[src/design/wtr_pkg.sv]
// Shared constants, types and the gamma threshold table for the wavelength-to-RGB block.
`timescale 1ns / 1ps
`default_nettype none
package wtr_pkg;

	// Number formats
	localparam int WAVE_FRAC_BITS = 6;
	localparam int GAMMA_BITS     = 10;
	localparam int WAVE_W         = 16;
	// Wide enough for 780 nm at any fraction setting
	localparam int NM_W           = (10 + WAVE_FRAC_BITS > WAVE_W) ? 10 + WAVE_FRAC_BITS : WAVE_W;
	localparam int Q12_FRAC       = 12;
	localparam int Q12_W          = 13;
	localparam int LVL_W          = 8;
	localparam int NUM_CH         = 3;
	localparam int SRCH_STAGES    = LVL_W;

	// Band edges in wavelength units
	localparam logic [NM_W-1:0] NM_380 = NM_W'(380 << WAVE_FRAC_BITS);
	localparam logic [NM_W-1:0] NM_420 = NM_W'(420 << WAVE_FRAC_BITS);
	localparam logic [NM_W-1:0] NM_440 = NM_W'(440 << WAVE_FRAC_BITS);
	localparam logic [NM_W-1:0] NM_490 = NM_W'(490 << WAVE_FRAC_BITS);
	localparam logic [NM_W-1:0] NM_510 = NM_W'(510 << WAVE_FRAC_BITS);
	localparam logic [NM_W-1:0] NM_580 = NM_W'(580 << WAVE_FRAC_BITS);
	localparam logic [NM_W-1:0] NM_645 = NM_W'(645 << WAVE_FRAC_BITS);
	localparam logic [NM_W-1:0] NM_700 = NM_W'(700 << WAVE_FRAC_BITS);
	localparam logic [NM_W-1:0] NM_780 = NM_W'(780 << WAVE_FRAC_BITS);

	localparam logic [Q12_W-1:0] ONE_Q12 = Q12_W'(4096);
	localparam logic [Q12_W-1:0] S_MIN   = Q12_W'(1229);
	localparam logic [11:0]      S_SPAN  = 12'd2867;

	// Ramp numerator dist << (12 - frac) is at most 70 * 4096,
	// fade numerator (dist * 2867) >> frac below 80 * 2867
	localparam int RAMP_NUM_W = 19;
	localparam int FADE_NUM_W = 18;
	localparam int WIDE_W     = NM_W + Q12_FRAC;

	// Exact division by small constants: q = (x * ceil(2^30 / n)) >> 30 while x * n < 2^30
	localparam int RECIP_SHIFT = 30;
	localparam int RECIP_W     = 26;
	localparam logic [RECIP_W-1:0] RECIP_20 = RECIP_W'(((1 << RECIP_SHIFT) + 19) / 20);
	localparam logic [RECIP_W-1:0] RECIP_40 = RECIP_W'(((1 << RECIP_SHIFT) + 39) / 40);
	localparam logic [RECIP_W-1:0] RECIP_50 = RECIP_W'(((1 << RECIP_SHIFT) + 49) / 50);
	localparam logic [RECIP_W-1:0] RECIP_60 = RECIP_W'(((1 << RECIP_SHIFT) + 59) / 60);
	localparam logic [RECIP_W-1:0] RECIP_65 = RECIP_W'(((1 << RECIP_SHIFT) + 64) / 65);
	localparam logic [RECIP_W-1:0] RECIP_70 = RECIP_W'(((1 << RECIP_SHIFT) + 69) / 70);
	localparam logic [RECIP_W-1:0] RECIP_80 = RECIP_W'(((1 << RECIP_SHIFT) + 79) / 80);

	localparam int QUEUE_DEPTH = 2;
	localparam int QPTR_W      = $clog2(QUEUE_DEPTH);
	localparam int QCNT_W      = $clog2(QUEUE_DEPTH + 1);

	typedef enum logic [2:0] {
		BAND_VIOLET,	// 380..440: red falls, blue full
		BAND_BLUE,	// 440..490: green rises, blue full
		BAND_CYAN,	// 490..510: green full, blue falls
		BAND_GREEN,	// 510..580: red rises, green full
		BAND_YELLOW,	// 580..645: red full, green falls
		BAND_RED	// 645..780: red full
	} band_t;

	typedef enum logic [1:0] {
		FADE_NONE,
		FADE_LOW,	// 380..420
		FADE_HIGH	// 700..780
	} fade_t;

	typedef struct packed {
		logic                  black;
		band_t                 band;
		logic [RAMP_NUM_W-1:0] ramp_num;
		fade_t                 fade;
		logic [FADE_NUM_W-1:0] fade_num;
	} item_t;

	typedef logic [NUM_CH-1:0][Q12_W-1:0]      q12_vec_t;
	typedef logic [NUM_CH-1:0][GAMMA_BITS-1:0] gidx_vec_t;
	typedef logic [NUM_CH-1:0][LVL_W-1:0]      lvl_vec_t;

	localparam int GAMMA_MAX = (1 << GAMMA_BITS) - 1;

	// Entry y: smallest index i with 255^5 * i^4 >= y^5 * M^4.
	// gamma(i) >= y exactly when entry y <= i.
	function automatic logic [256*GAMMA_BITS-1:0] gamma_thr_build();
		logic [256*GAMMA_BITS-1:0] tab;
		logic [127:0] m, m4, k5, yy, lhs, ii, rhs;
		int lo, hi, mid;
		tab = '0;
		m   = 128'(GAMMA_MAX);
		m4  = m * m * m * m;
		k5  = 128'(255) * 128'(255) * 128'(255) * 128'(255) * 128'(255);
		for (int y = 0; y < 256; y++) begin
			yy  = 128'(y);
			lhs = yy * yy * yy * yy * yy * m4;
			lo  = 0;
			hi  = GAMMA_MAX;
			for (int n = 0; n <= GAMMA_BITS; n++) begin
				if (lo < hi) begin
					mid = (lo + hi) >> 1;
					ii  = 128'(mid);
					rhs = k5 * ii * ii * ii * ii;
					if (rhs >= lhs) begin
						hi = mid;
					end else begin
						lo = mid + 1;
					end
				end
			end
			tab[y*GAMMA_BITS +: GAMMA_BITS] = GAMMA_BITS'(lo);
		end
		return tab;
	endfunction

	localparam logic [256*GAMMA_BITS-1:0] GAMMA_THR = gamma_thr_build();

	function automatic logic [GAMMA_BITS-1:0] gamma_thr(input logic [LVL_W-1:0] t);
		return GAMMA_THR[GAMMA_BITS*t +: GAMMA_BITS];
	endfunction

endpackage
`default_nettype wire

[src/design/wavelength_to_rgb.sv]
// Top level of the wavelength-to-RGB colour block.
`timescale 1ns / 1ps
`default_nettype none
// Converts one wavelength (nm, 6 fraction bits) into an 8-bit red, green and blue
// triple after the visible-spectrum approximation with a 0.8 gamma. A transfer in
// takes place at a rising edge with start high and busy low; one new wavelength can
// be taken on every clock. Each colour comes out for exactly one cycle with done
// high, in input order, after the queue register and the stages named below; the
// receiver has no way to hold it off, so it must take the colour in that cycle.
// The colour pipeline never stalls, so the queue behind the front end drains every
// cycle and busy stays low under any start pattern. The path runs through the
// queue register, three arithmetic stages (constant divisions, channel times fade,
// gamma index) and an eight-stage search of the gamma threshold table, one bit of
// the 8-bit level per stage. Wavelengths outside 380..780 nm give black.
module wavelength_to_rgb (
	input  wire logic                          clk,
	input  wire logic                          arst_n,
	input  wire logic                          start,
	output logic                               busy,
	input  wire logic [wtr_pkg::WAVE_W-1:0]    wavelength,
	output logic                               done,
	output logic [wtr_pkg::LVL_W-1:0]          red,
	output logic [wtr_pkg::LVL_W-1:0]          green,
	output logic [wtr_pkg::LVL_W-1:0]          blue
);

	// front end -> queue
	logic           push;
	wtr_pkg::item_t fe_item;
	logic           q_full;

	// queue -> colour pipeline
	logic           q_vld;
	wtr_pkg::item_t q_item;

	// classification: band, fade region, numerators for the constant divides
	wtr_front u_front (
		.start      (start),
		.full       (q_full),
		.wavelength (wavelength),
		.push       (push),
		.item       (fe_item)
	);

	// two-entry decoupling queue; busy is its full flag
	wtr_queue u_queue (
		.clk      (clk),
		.arst_n   (arst_n),
		.push     (push),
		.item_in  (fe_item),
		.full     (q_full),
		.item_vld (q_vld),
		.item_out (q_item)
	);

	// arithmetic and gamma lookup; result registers drive the outputs directly
	wtr_back u_back (
		.clk      (clk),
		.arst_n   (arst_n),
		.item_vld (q_vld),
		.item     (q_item),
		.done     (done),
		.red      (red),
		.green    (green),
		.blue     (blue)
	);

	assign busy = q_full;

endmodule
`default_nettype wire

[src/design/wtr_front.sv]
// Front end: takes a wavelength, picks its band and edge fade, forms the division numerators.
`timescale 1ns / 1ps
`default_nettype none
module wtr_front (
	input  wire logic                          start,
	input  wire logic                          full,
	input  wire logic [wtr_pkg::WAVE_W-1:0]    wavelength,
	output logic                               push,
	output wtr_pkg::item_t                     item
);

	logic [wtr_pkg::NM_W-1:0]   w;
	logic [wtr_pkg::NM_W-1:0]   rdist;
	logic [wtr_pkg::NM_W-1:0]   fdist;
	logic [wtr_pkg::WIDE_W-1:0] ramp_wide;
	logic [wtr_pkg::WIDE_W-1:0] fade_wide;

	assign push = start && !full;
	assign w    = wtr_pkg::NM_W'(wavelength);

	always_comb begin
		item.black = (w < wtr_pkg::NM_380) || (w > wtr_pkg::NM_780);

		// first matching band wins, shared edges go to the lower band
		if (w <= wtr_pkg::NM_440) begin
			item.band = wtr_pkg::BAND_VIOLET;
			rdist     = wtr_pkg::NM_440 - w;
		end else if (w <= wtr_pkg::NM_490) begin
			item.band = wtr_pkg::BAND_BLUE;
			rdist     = w - wtr_pkg::NM_440;
		end else if (w <= wtr_pkg::NM_510) begin
			item.band = wtr_pkg::BAND_CYAN;
			rdist     = wtr_pkg::NM_510 - w;
		end else if (w <= wtr_pkg::NM_580) begin
			item.band = wtr_pkg::BAND_GREEN;
			rdist     = w - wtr_pkg::NM_510;
		end else if (w <= wtr_pkg::NM_645) begin
			item.band = wtr_pkg::BAND_YELLOW;
			rdist     = wtr_pkg::NM_645 - w;
		end else begin
			item.band = wtr_pkg::BAND_RED;
			rdist     = '0;
		end

		if (w > wtr_pkg::NM_700) begin
			item.fade = wtr_pkg::FADE_HIGH;
			fdist     = wtr_pkg::NM_780 - w;
		end else if (w < wtr_pkg::NM_420) begin
			item.fade = wtr_pkg::FADE_LOW;
			fdist     = w - wtr_pkg::NM_380;
		end else begin
			item.fade = wtr_pkg::FADE_NONE;
			fdist     = '0;
		end

		// ramp = (dist << (12 - frac)) / span_nm, fade = ((dist * 2867) >> frac) / span_nm
		ramp_wide     = wtr_pkg::WIDE_W'(rdist) << (wtr_pkg::Q12_FRAC - wtr_pkg::WAVE_FRAC_BITS);
		fade_wide     = (wtr_pkg::WIDE_W'(fdist) * wtr_pkg::WIDE_W'(wtr_pkg::S_SPAN))
				>> wtr_pkg::WAVE_FRAC_BITS;
		item.ramp_num = ramp_wide[wtr_pkg::RAMP_NUM_W-1:0];
		item.fade_num = fade_wide[wtr_pkg::FADE_NUM_W-1:0];
	end

endmodule
`default_nettype wire

[src/design/wtr_queue.sv]
// Short queue between the front end and the colour pipeline.
`timescale 1ns / 1ps
`default_nettype none
module wtr_queue (
	input  wire logic           clk,
	input  wire logic           arst_n,
	input  wire logic           push,
	input  wire wtr_pkg::item_t item_in,
	output logic                full,
	output logic                item_vld,
	output wtr_pkg::item_t      item_out
);

	wtr_pkg::item_t                mem_q [wtr_pkg::QUEUE_DEPTH];
	logic [wtr_pkg::QPTR_W-1:0]    wr_ptr_q;
	logic [wtr_pkg::QPTR_W-1:0]    rd_ptr_q;
	logic [wtr_pkg::QCNT_W-1:0]    cnt_q;
	logic                          pop;

	// the back end never stalls, so the head leaves as soon as it is there
	assign pop      = (cnt_q != '0);
	assign item_vld = pop;
	assign item_out = mem_q[rd_ptr_q];
	assign full     = (cnt_q == wtr_pkg::QCNT_W'(wtr_pkg::QUEUE_DEPTH));

	always_ff @(posedge clk) begin
		if (push) begin
			mem_q[wr_ptr_q] <= item_in;
		end
	end

	always_ff @(posedge clk or negedge arst_n) begin
		if (!arst_n) begin
			wr_ptr_q <= '0;
			rd_ptr_q <= '0;
			cnt_q    <= '0;
		end else begin
			if (push) begin
				wr_ptr_q <= wr_ptr_q + 1'b1;
			end
			if (pop) begin
				rd_ptr_q <= rd_ptr_q + 1'b1;
			end
			cnt_q <= cnt_q + wtr_pkg::QCNT_W'(push) - wtr_pkg::QCNT_W'(pop);
		end
	end

endmodule
`default_nettype wire

[src/design/wtr_gamma.sv]
// Gamma lookup: bit-per-stage search of the threshold table, three channels side by side.
`timescale 1ns / 1ps
`default_nettype none
module wtr_gamma (
	input  wire logic                clk,
	input  wire logic                arst_n,
	input  wire logic                in_vld,
	input  wire wtr_pkg::gidx_vec_t  idx,
	output logic                     out_vld,
	output wtr_pkg::lvl_vec_t        lvl
);

	localparam int NS = wtr_pkg::SRCH_STAGES;

	wtr_pkg::lvl_vec_t  y_s   [NS];
	wtr_pkg::gidx_vec_t idx_s [NS];
	logic [NS-1:0]      vld_s;

	wtr_pkg::lvl_vec_t  y_in   [NS];
	wtr_pkg::gidx_vec_t idx_in [NS];
	wtr_pkg::lvl_vec_t  y_nxt  [NS];

	always_comb begin
		y_in[0]   = '0;
		idx_in[0] = idx;
		for (int k = 1; k < NS; k++) begin
			y_in[k]   = y_s[k-1];
			idx_in[k] = idx_s[k-1];
		end
	end

	// stage k settles bit (7 - k) of each level
	always_comb begin
		for (int k = 0; k < NS; k++) begin
			for (int ch = 0; ch < wtr_pkg::NUM_CH; ch++) begin
				if (wtr_pkg::gamma_thr(y_in[k][ch] | wtr_pkg::LVL_W'(1 << (NS - 1 - k)))
						<= idx_in[k][ch]) begin
					y_nxt[k][ch] = y_in[k][ch] | wtr_pkg::LVL_W'(1 << (NS - 1 - k));
				end else begin
					y_nxt[k][ch] = y_in[k][ch];
				end
			end
		end
	end

	always_ff @(posedge clk) begin
		for (int k = 0; k < NS; k++) begin
			y_s[k]   <= y_nxt[k];
			idx_s[k] <= idx_in[k];
		end
	end

	always_ff @(posedge clk or negedge arst_n) begin
		if (!arst_n) begin
			vld_s <= '0;
		end else begin
			vld_s <= {vld_s[NS-2:0], in_vld};
		end
	end

	assign out_vld = vld_s[NS-1];
	assign lvl     = y_s[NS-1];

endmodule
`default_nettype wire

[src/design/wtr_back.sv]
// Back end: constant divisions, channel ramps, edge fade, gamma index and lookup.
`timescale 1ns / 1ps
`default_nettype none
module wtr_back (
	input  wire logic                         clk,
	input  wire logic                         arst_n,
	input  wire logic                         item_vld,
	input  wire wtr_pkg::item_t               item,
	output logic                              done,
	output logic [wtr_pkg::LVL_W-1:0]         red,
	output logic [wtr_pkg::LVL_W-1:0]         green,
	output logic [wtr_pkg::LVL_W-1:0]         blue
);

	localparam int RPROD_W = wtr_pkg::RAMP_NUM_W + wtr_pkg::RECIP_W;
	localparam int FPROD_W = wtr_pkg::FADE_NUM_W + wtr_pkg::RECIP_W;
	localparam int PM_W    = wtr_pkg::Q12_W + wtr_pkg::GAMMA_BITS;

	// stage 1: reciprocal multiplies
	logic [wtr_pkg::RECIP_W-1:0] ramp_recip;
	logic [wtr_pkg::RECIP_W-1:0] fade_recip;
	logic [RPROD_W-1:0]          ramp_prod;
	logic [FPROD_W-1:0]          fade_prod;

	logic                        vld_s1;
	logic                        black_s1;
	wtr_pkg::band_t              band_s1;
	wtr_pkg::fade_t              fade_s1;
	logic [wtr_pkg::Q12_W-1:0]   ramp_s1;
	logic [11:0]                 fadeq_s1;

	// stage 2: channel * fade
	wtr_pkg::q12_vec_t           chan;
	logic [wtr_pkg::Q12_W-1:0]   scale;
	logic [2*wtr_pkg::Q12_W-1:0] prod [wtr_pkg::NUM_CH];
	logic                        vld_s2;
	wtr_pkg::q12_vec_t           p_s2;

	// stage 3: gamma index
	logic [PM_W-1:0]             pm [wtr_pkg::NUM_CH];
	logic                        vld_s3;
	wtr_pkg::gidx_vec_t          idx_s3;

	logic                        lut_vld;
	wtr_pkg::lvl_vec_t           lvl;

	always_comb begin
		case (item.band)
			wtr_pkg::BAND_VIOLET: ramp_recip = wtr_pkg::RECIP_60;
			wtr_pkg::BAND_BLUE:   ramp_recip = wtr_pkg::RECIP_50;
			wtr_pkg::BAND_CYAN:   ramp_recip = wtr_pkg::RECIP_20;
			wtr_pkg::BAND_GREEN:  ramp_recip = wtr_pkg::RECIP_70;
			wtr_pkg::BAND_YELLOW: ramp_recip = wtr_pkg::RECIP_65;
			default:              ramp_recip = '0;
		endcase
		fade_recip = (item.fade == wtr_pkg::FADE_LOW) ? wtr_pkg::RECIP_40 : wtr_pkg::RECIP_80;
		ramp_prod  = RPROD_W'(item.ramp_num) * RPROD_W'(ramp_recip);
		fade_prod  = FPROD_W'(item.fade_num) * FPROD_W'(fade_recip);
	end

	always_ff @(posedge clk) begin
		black_s1 <= item.black;
		band_s1  <= item.band;
		fade_s1  <= item.fade;
		ramp_s1  <= ramp_prod[wtr_pkg::RECIP_SHIFT +: wtr_pkg::Q12_W];
		fadeq_s1 <= fade_prod[wtr_pkg::RECIP_SHIFT +: 12];
	end

	always_comb begin
		chan = '0;
		case (band_s1)
			wtr_pkg::BAND_VIOLET: begin
				chan[0] = ramp_s1;
				chan[2] = wtr_pkg::ONE_Q12;
			end
			wtr_pkg::BAND_BLUE: begin
				chan[1] = ramp_s1;
				chan[2] = wtr_pkg::ONE_Q12;
			end
			wtr_pkg::BAND_CYAN: begin
				chan[1] = wtr_pkg::ONE_Q12;
				chan[2] = ramp_s1;
			end
			wtr_pkg::BAND_GREEN: begin
				chan[0] = ramp_s1;
				chan[1] = wtr_pkg::ONE_Q12;
			end
			wtr_pkg::BAND_YELLOW: begin
				chan[0] = wtr_pkg::ONE_Q12;
				chan[1] = ramp_s1;
			end
			wtr_pkg::BAND_RED: begin
				chan[0] = wtr_pkg::ONE_Q12;
			end
			default: begin
				chan = '0;
			end
		endcase
		// out of range: zero channels, and gamma of zero is zero
		if (black_s1) begin
			chan = '0;
		end
		if (fade_s1 == wtr_pkg::FADE_NONE) begin
			scale = wtr_pkg::ONE_Q12;
		end else begin
			scale = wtr_pkg::S_MIN + wtr_pkg::Q12_W'(fadeq_s1);
		end
		for (int ch = 0; ch < wtr_pkg::NUM_CH; ch++) begin
			prod[ch] = (2*wtr_pkg::Q12_W)'(chan[ch]) * (2*wtr_pkg::Q12_W)'(scale);
		end
	end

	always_ff @(posedge clk) begin
		for (int ch = 0; ch < wtr_pkg::NUM_CH; ch++) begin
			p_s2[ch] <= prod[ch][wtr_pkg::Q12_FRAC +: wtr_pkg::Q12_W];
		end
	end

	// index = (p * (2^G - 1)) >> 12, at most 2^G - 1 since p <= 4096
	always_comb begin
		for (int ch = 0; ch < wtr_pkg::NUM_CH; ch++) begin
			pm[ch] = {p_s2[ch], {wtr_pkg::GAMMA_BITS{1'b0}}} - PM_W'(p_s2[ch]);
		end
	end

	always_ff @(posedge clk) begin
		for (int ch = 0; ch < wtr_pkg::NUM_CH; ch++) begin
			idx_s3[ch] <= pm[ch][wtr_pkg::Q12_FRAC +: wtr_pkg::GAMMA_BITS];
		end
	end

	always_ff @(posedge clk or negedge arst_n) begin
		if (!arst_n) begin
			vld_s1 <= 1'b0;
			vld_s2 <= 1'b0;
			vld_s3 <= 1'b0;
		end else begin
			vld_s1 <= item_vld;
			vld_s2 <= vld_s1;
			vld_s3 <= vld_s2;
		end
	end

	wtr_gamma u_gamma (
		.clk     (clk),
		.arst_n  (arst_n),
		.in_vld  (vld_s3),
		.idx     (idx_s3),
		.out_vld (lut_vld),
		.lvl     (lvl)
	);

	assign done  = lut_vld;
	assign red   = lvl[0];
	assign green = lvl[1];
	assign blue  = lvl[2];

endmodule
`default_nettype wire

[config.mk]
export PLATFORM = sky130hd
export DESIGN_NAME = wavelength_to_rgb
export DESIGN_NICKNAME = d
export VERILOG_FILES = /design/src/design/wtr_pkg.sv /design/src/design/wavelength_to_rgb.sv /design/src/design/wtr_front.sv /design/src/design/wtr_queue.sv /design/src/design/wtr_gamma.sv /design/src/design/wtr_back.sv
export SDC_FILE = /design/constraint.sdc
export NUM_CORES = 2
export LEC_CHECK = 0
export BUFFER_PORTS_ARGS = -buffer_cell sky130_fd_sc_hd__buf_4
export CAP_MARGIN = 10
export CORE_AREA = 4 4 482 484
export CTS_BUF_LIST = sky130_fd_sc_hd__clkbuf_8
export CTS_CLUSTER_DIAMETER = 100
export CTS_CLUSTER_SIZE = 16
export DETAILED_ROUTE_END_ITERATION = 10
export DIE_AREA = 0 0 486 488
export GPL_TIMING_DRIVEN = 0
export PLACE_DENSITY = 0.43
export SYNTH_ARGS = -nofsm -noshare
export SYNTH_HDL_FRONTEND = slang
export SYNTH_HIERARCHICAL = 1
export SYNTH_SLANG_ARGS = --single-unit
export TNS_END_PERCENT = 1
[constraint.sdc]
create_clock -name clk -period 12.65 [get_ports clk]
set_input_delay 2.53 -clock clk [delete_from_list [all_inputs] [get_ports clk]]
set_output_delay 2.53 -clock clk [all_outputs]
set_load 0.02 [all_outputs]
# After elaboration in Yosys (flattened, before gate mapping)
# Memory sizes are Yosys's and may differ from the RTL's.
# Index checks and enable logic that the tools add are counted.
# totals
memories,3
reg_bits,115
ramBits,506
out_inout_bits,26
inputBits,19
# op_classes
eq_ne,11
reduce_logical,12
n_shift,21
n_addsub,15
n_lt_le_gt_ge,33
n_mul,27
mux,47
# memory_table
name,depth,width,read_ports,rd_clocked_by_memory_dff,wr,line,rtl
u_back.u_gamma.idx_s,8,30,7,0,8,wtr_gamma.sv:16,wtr_pkg::gidx_vec_t idx_s [NS];
u_back.u_gamma.y_s,8,24,8,0,8,wtr_gamma.sv:15,wtr_pkg::lvl_vec_t y_s [NS];
u_queue.mem_q,2,37,1,0,1,wtr_queue.sv:14,wtr_pkg::item_t mem_q [wtr_pkg::QUEUE_DEPTH];
# ops
op,n
$shiftx A2560 B13 Y10 const A,21
$mul A3 B8 Y11 const A,21
$le A10 B10 Y1,21
$pmux W26 S5,1
$mux W13,6
$pmux W13 S2,3
$mul A13 B13 Y25,3
$sub A22 B13 Y22,3
$le A16 B15 Y1 const B,3
$mul A19 B26 Y43,1
$mul A18 B26 Y42,1
$mux W39,1
$gt A16 B16 Y1 const B,2
$le A16 B16 Y1 const B,2
$lt A16 B15 Y1 const B,2
$mux W16,2
$le A9 B10 Y1 const A,3
$mux W25,1
$mul A16 B12 Y24 const B,1
$mux W8,3
$mux W3,7
$mux W7,3
$mux W6,3
$sub A16 B15 Y16 const B,1
26 further kinds,51

# Longest topological paths before layout
# depth
ltp_word,6
mapped_depth,34
depth_no_buf,30

# By module
# Netlist, hierarchy kept.
# by_module_without_submodules
module,area_per_inst_um2,instances,cells_per_inst
wtr_back,38082.8,1,4262
wtr_gamma,21768.4,1,2627
wtr_front,4800.9,1,605
wtr_queue,3478.3,1,148

# Least setup slack after synthesis
# OpenSTA, ideal clock, no wires.
# synth_path
path_type,input to register
start,input port wavelength[0] (netlist bit)
end,"memory u_queue/mem_q[0][17] (netlist bit), data pin"
setup_ns,0.271
cell_stages,25
slack_ns,4.271
arrival_ns,8.108
path_cell_list,inv_1 ha_1 nor2b_1 nand3_1 a41oi_2 inv_2 clkbuf_1 a21oi_1 nor2_1 a31o_2 ha_1 ha_1 inv_1 fa_1 fa_1 fa_1 inv_1 ha_1 o2111a_1 a21boi_0 a211oi_1 o21a_1 a211oi_1 nor3_1 xnor3_1
# synth_lines
item,line,rtl
from (decl),wavelength_to_rgb.sv:20,"input wire logic [wtr_pkg::WAVE_W-1:0] wavelength,"
to (decl),wtr_queue.sv:14,

==> flow_summary.yaml <==
run_status:
  status: "complete, no violations"
route:
  vias_per_cell: 4.79
  drt_iter0_drc: 2963
  drt-wirelength-per-cell_um: 18.8
  first_pass_iters: 5
  drc: 0
  ant_nets: 0
  drt_wl_total_mm: 203
  vias: 51700
setup_path:
  max_stage_delay_ps: 790
  r2r_setup_slack_ps: 1740
  cp_slowest_cell: "nor2_1"
  path_common_cell: "fa_1"
  crit_required_ps: 13390
  path_class: "flop to flop"
  endpoint_kind: "flop"
  crit_arrival_ps: 11650
  crit_path_start_kind: "flop"
  path_max_fanout: 10
global_routing:
  antenna_found_initial: 2
  grt_max_degree: 34
  grt_pass1_vias: 54700
  grt_use_total_pct: 17.2
  grt_pass1_wl_mm: 321
  overflow: 0
timing:
  tns_ps: 0
  setup_viol: 0
  final_hold_viol_count: 0
  max_freq_ghz: 0.0917
  finClkSkew_ps: 108
  setup_ws_ps: 1740
  worstMarginPinSlew_ps: 1230
  slew_viol_final: 0
  rsz0062_at_grt: "false"
  fin_crit_ps: 10910
  relSlewSlack_pct: 17.3
  fin_crit_sh_pct: 86.2
die:
  dieWidth_um: 486
  die_area_sq_mm: 0.237
  pin_count: 45
  initial_utilization_pct: 30.0
  die_h_um: 488
  num_rows: 175
  coreArea_sq_mm: 0.227
synth:
  netlist-cell-type-count: 108
  ys_seq_elements: 519
  ys_warn_count: 6
  yosys-top-cells-area: "fa_1, ha_1, dfxtp_1"
  synth_async_sr_flop_share_pct: 2.89
  synth_edf_count: 86
  synth_top_flop_cell: "dfxtp_1"
  synth_top_area_share_pct: 27.5
  syn-cell-area_sq_mm: 0.0681
  syn_avg_cell_area_sq_um: 8.92
  ys_seq_area_share_pct: 16.6
  netlist_instances: 7642
  yosys.area.top_type: "fa_1"
place:
  gp_congestion: 0.919
  dp_slack_ps: 1570
  numPortBuffers: 41
  place.detailed.hpwl_mm: 168
layout:
  nNetsFinal: 9619
  post-route-util_pct: 32.3
  drive_above_1_share_pct: 4.70
  multiInputGateArea_sq_mm: 0.0495
  nFillCells: 24100
  area_delta_synth_final_pct: 7.78
  most-common-layout-cells: "inv_1, fa_1, ha_1, nand2_1, nor2_1"
  final_common_cell: "inv_1"
  area.sequential_sq_mm: 0.0113
clock_network:
  cts_resized: 0
  numCtsBuffers: 50
  cts.sinks: 519
  clock-root-buffer: "clkbuf_8"
  worstSkewPairLatency_ps: 850
  holdBufCountCts: 0
  cts_max_path_buffers: 3
  cts_max_level: 2
  post_cts_buffers: 0
  clk_pin_slew_ps: 100
  cts_tree: "done"
worst_hold_path:
  holdCritPathClass: "flop to flop"
flow_run:
  max_cap_viol_count: 0
routing by layer:
metal	vias up	track usage (%)	wire length, um
li1	24600	-	-
met1	25700	23.1	91600
met2	1229	30.0	98300
met3	234	1.71	8600
met4	0	3.87	4790
met5	-	0	0
registers in the layout, indices dropped and copies added, names as in the netlist, 2 cells and up:
register	count
u_back/u_gamma/idx_s	210
u_back/u_gamma/y_s	108
u_queue/mem_q	86
u_back/p_s2	39
u_back/idx_s3	30
u_back/ramp_s1	13
u_back/fadeq_s1	12
u_back/u_gamma/vld_s	8
u_back/band_s1	3
u_back/fade_s1	2
u_queue/cnt_q	2
cell usage after synthesis, drive strengths merged (51+ instances only):
| library cell | instances |
|---|---|
| a211oi | 69 |
| a21o | 56 |
| a21oi | 332 |
| and2 | 82 |
| buf | 97 |
| clkbuf | 194 |
| dfxtp | 418 |
| edfxtp | 86 |
| fa | 936 |
| ha | 902 |
| inv | 1601 |
| mux2 | 51 |
| nand2 | 769 |
| nand2b | 94 |
| nand3 | 102 |
| nand4 | 53 |
| nor2 | 529 |
| nor2b | 115 |
| nor3 | 95 |
| o211ai | 51 |
| o21ai | 259 |
| xnor2 | 102 |
| xor2 | 59 |
layout make-up:
cell class,count,share of cell area [%]
multi-input combinational,5243,67.5
sequential,519,15.4
inverter,1610,8.23
tap,3009,5.13
buffer,291,1.80
clock buffer,51,0.956
timing repair buffer,47,0.525
clock inverter,30,0.465
antenna,3,0.0102
critical path: cells and delay by family, from the launching register on:
kind / cells / cell delay [ps]
AO/OA/AOI/OAI: 6 / 2270
buffers and inverters: 7 / 1960
flip-flops: 1 / 360
multiplexers: 1 / 370
AND/OR/NAND/NOR: 5 / 1840
XOR/XNOR: 1 / 140
adder cells (fa/ha/maj): 7 / 3810
final timing paths:
check	startpoint	endpoint	cells after the start
min in group asynchronous	arst_n	u_back/u_gamma/vld_s[7]	1
max reg2reg	u_queue/rd_ptr_q	u_back/ramp_s1[12]	27
max	u_queue/rd_ptr_q	u_back/ramp_s1[12]	27
max in group asynchronous	arst_n	u_queue/cnt_q[1]	1
min	u_back/u_gamma/idx_s[5][14]	u_back/u_gamma/idx_s[6][14]	0
min reg2reg	u_back/u_gamma/idx_s[5][14]	u_back/u_gamma/idx_s[6][14]	0
kinds of logic after synthesis:
kind of cell | share of synthesized area (%)
adder cells (fa/ha/maj) | 44.1
multiplexers | 2.25
AND/OR/NAND/NOR | 13.3
AO/OA/AOI/OAI | 10.8
flip-flops | 16.6
buffers and inverters | 10.8
other | 0.0165
XOR/XNOR | 2.11
through the flow:
step	std cells	area, sq um	hold slack, ps
2_1_floorplan	7663	68200	323
3_3_place_gp	10700	72300	327
3_5_place_dp	10700	72400	332
4_1_cts	10800	73400	313
5_1_grt	10800	73400	331
6_report	10800	73400	324
Power is not shown: default switching activity piles up to over one toggle a cycle in this logic, so the estimate is an artifact.
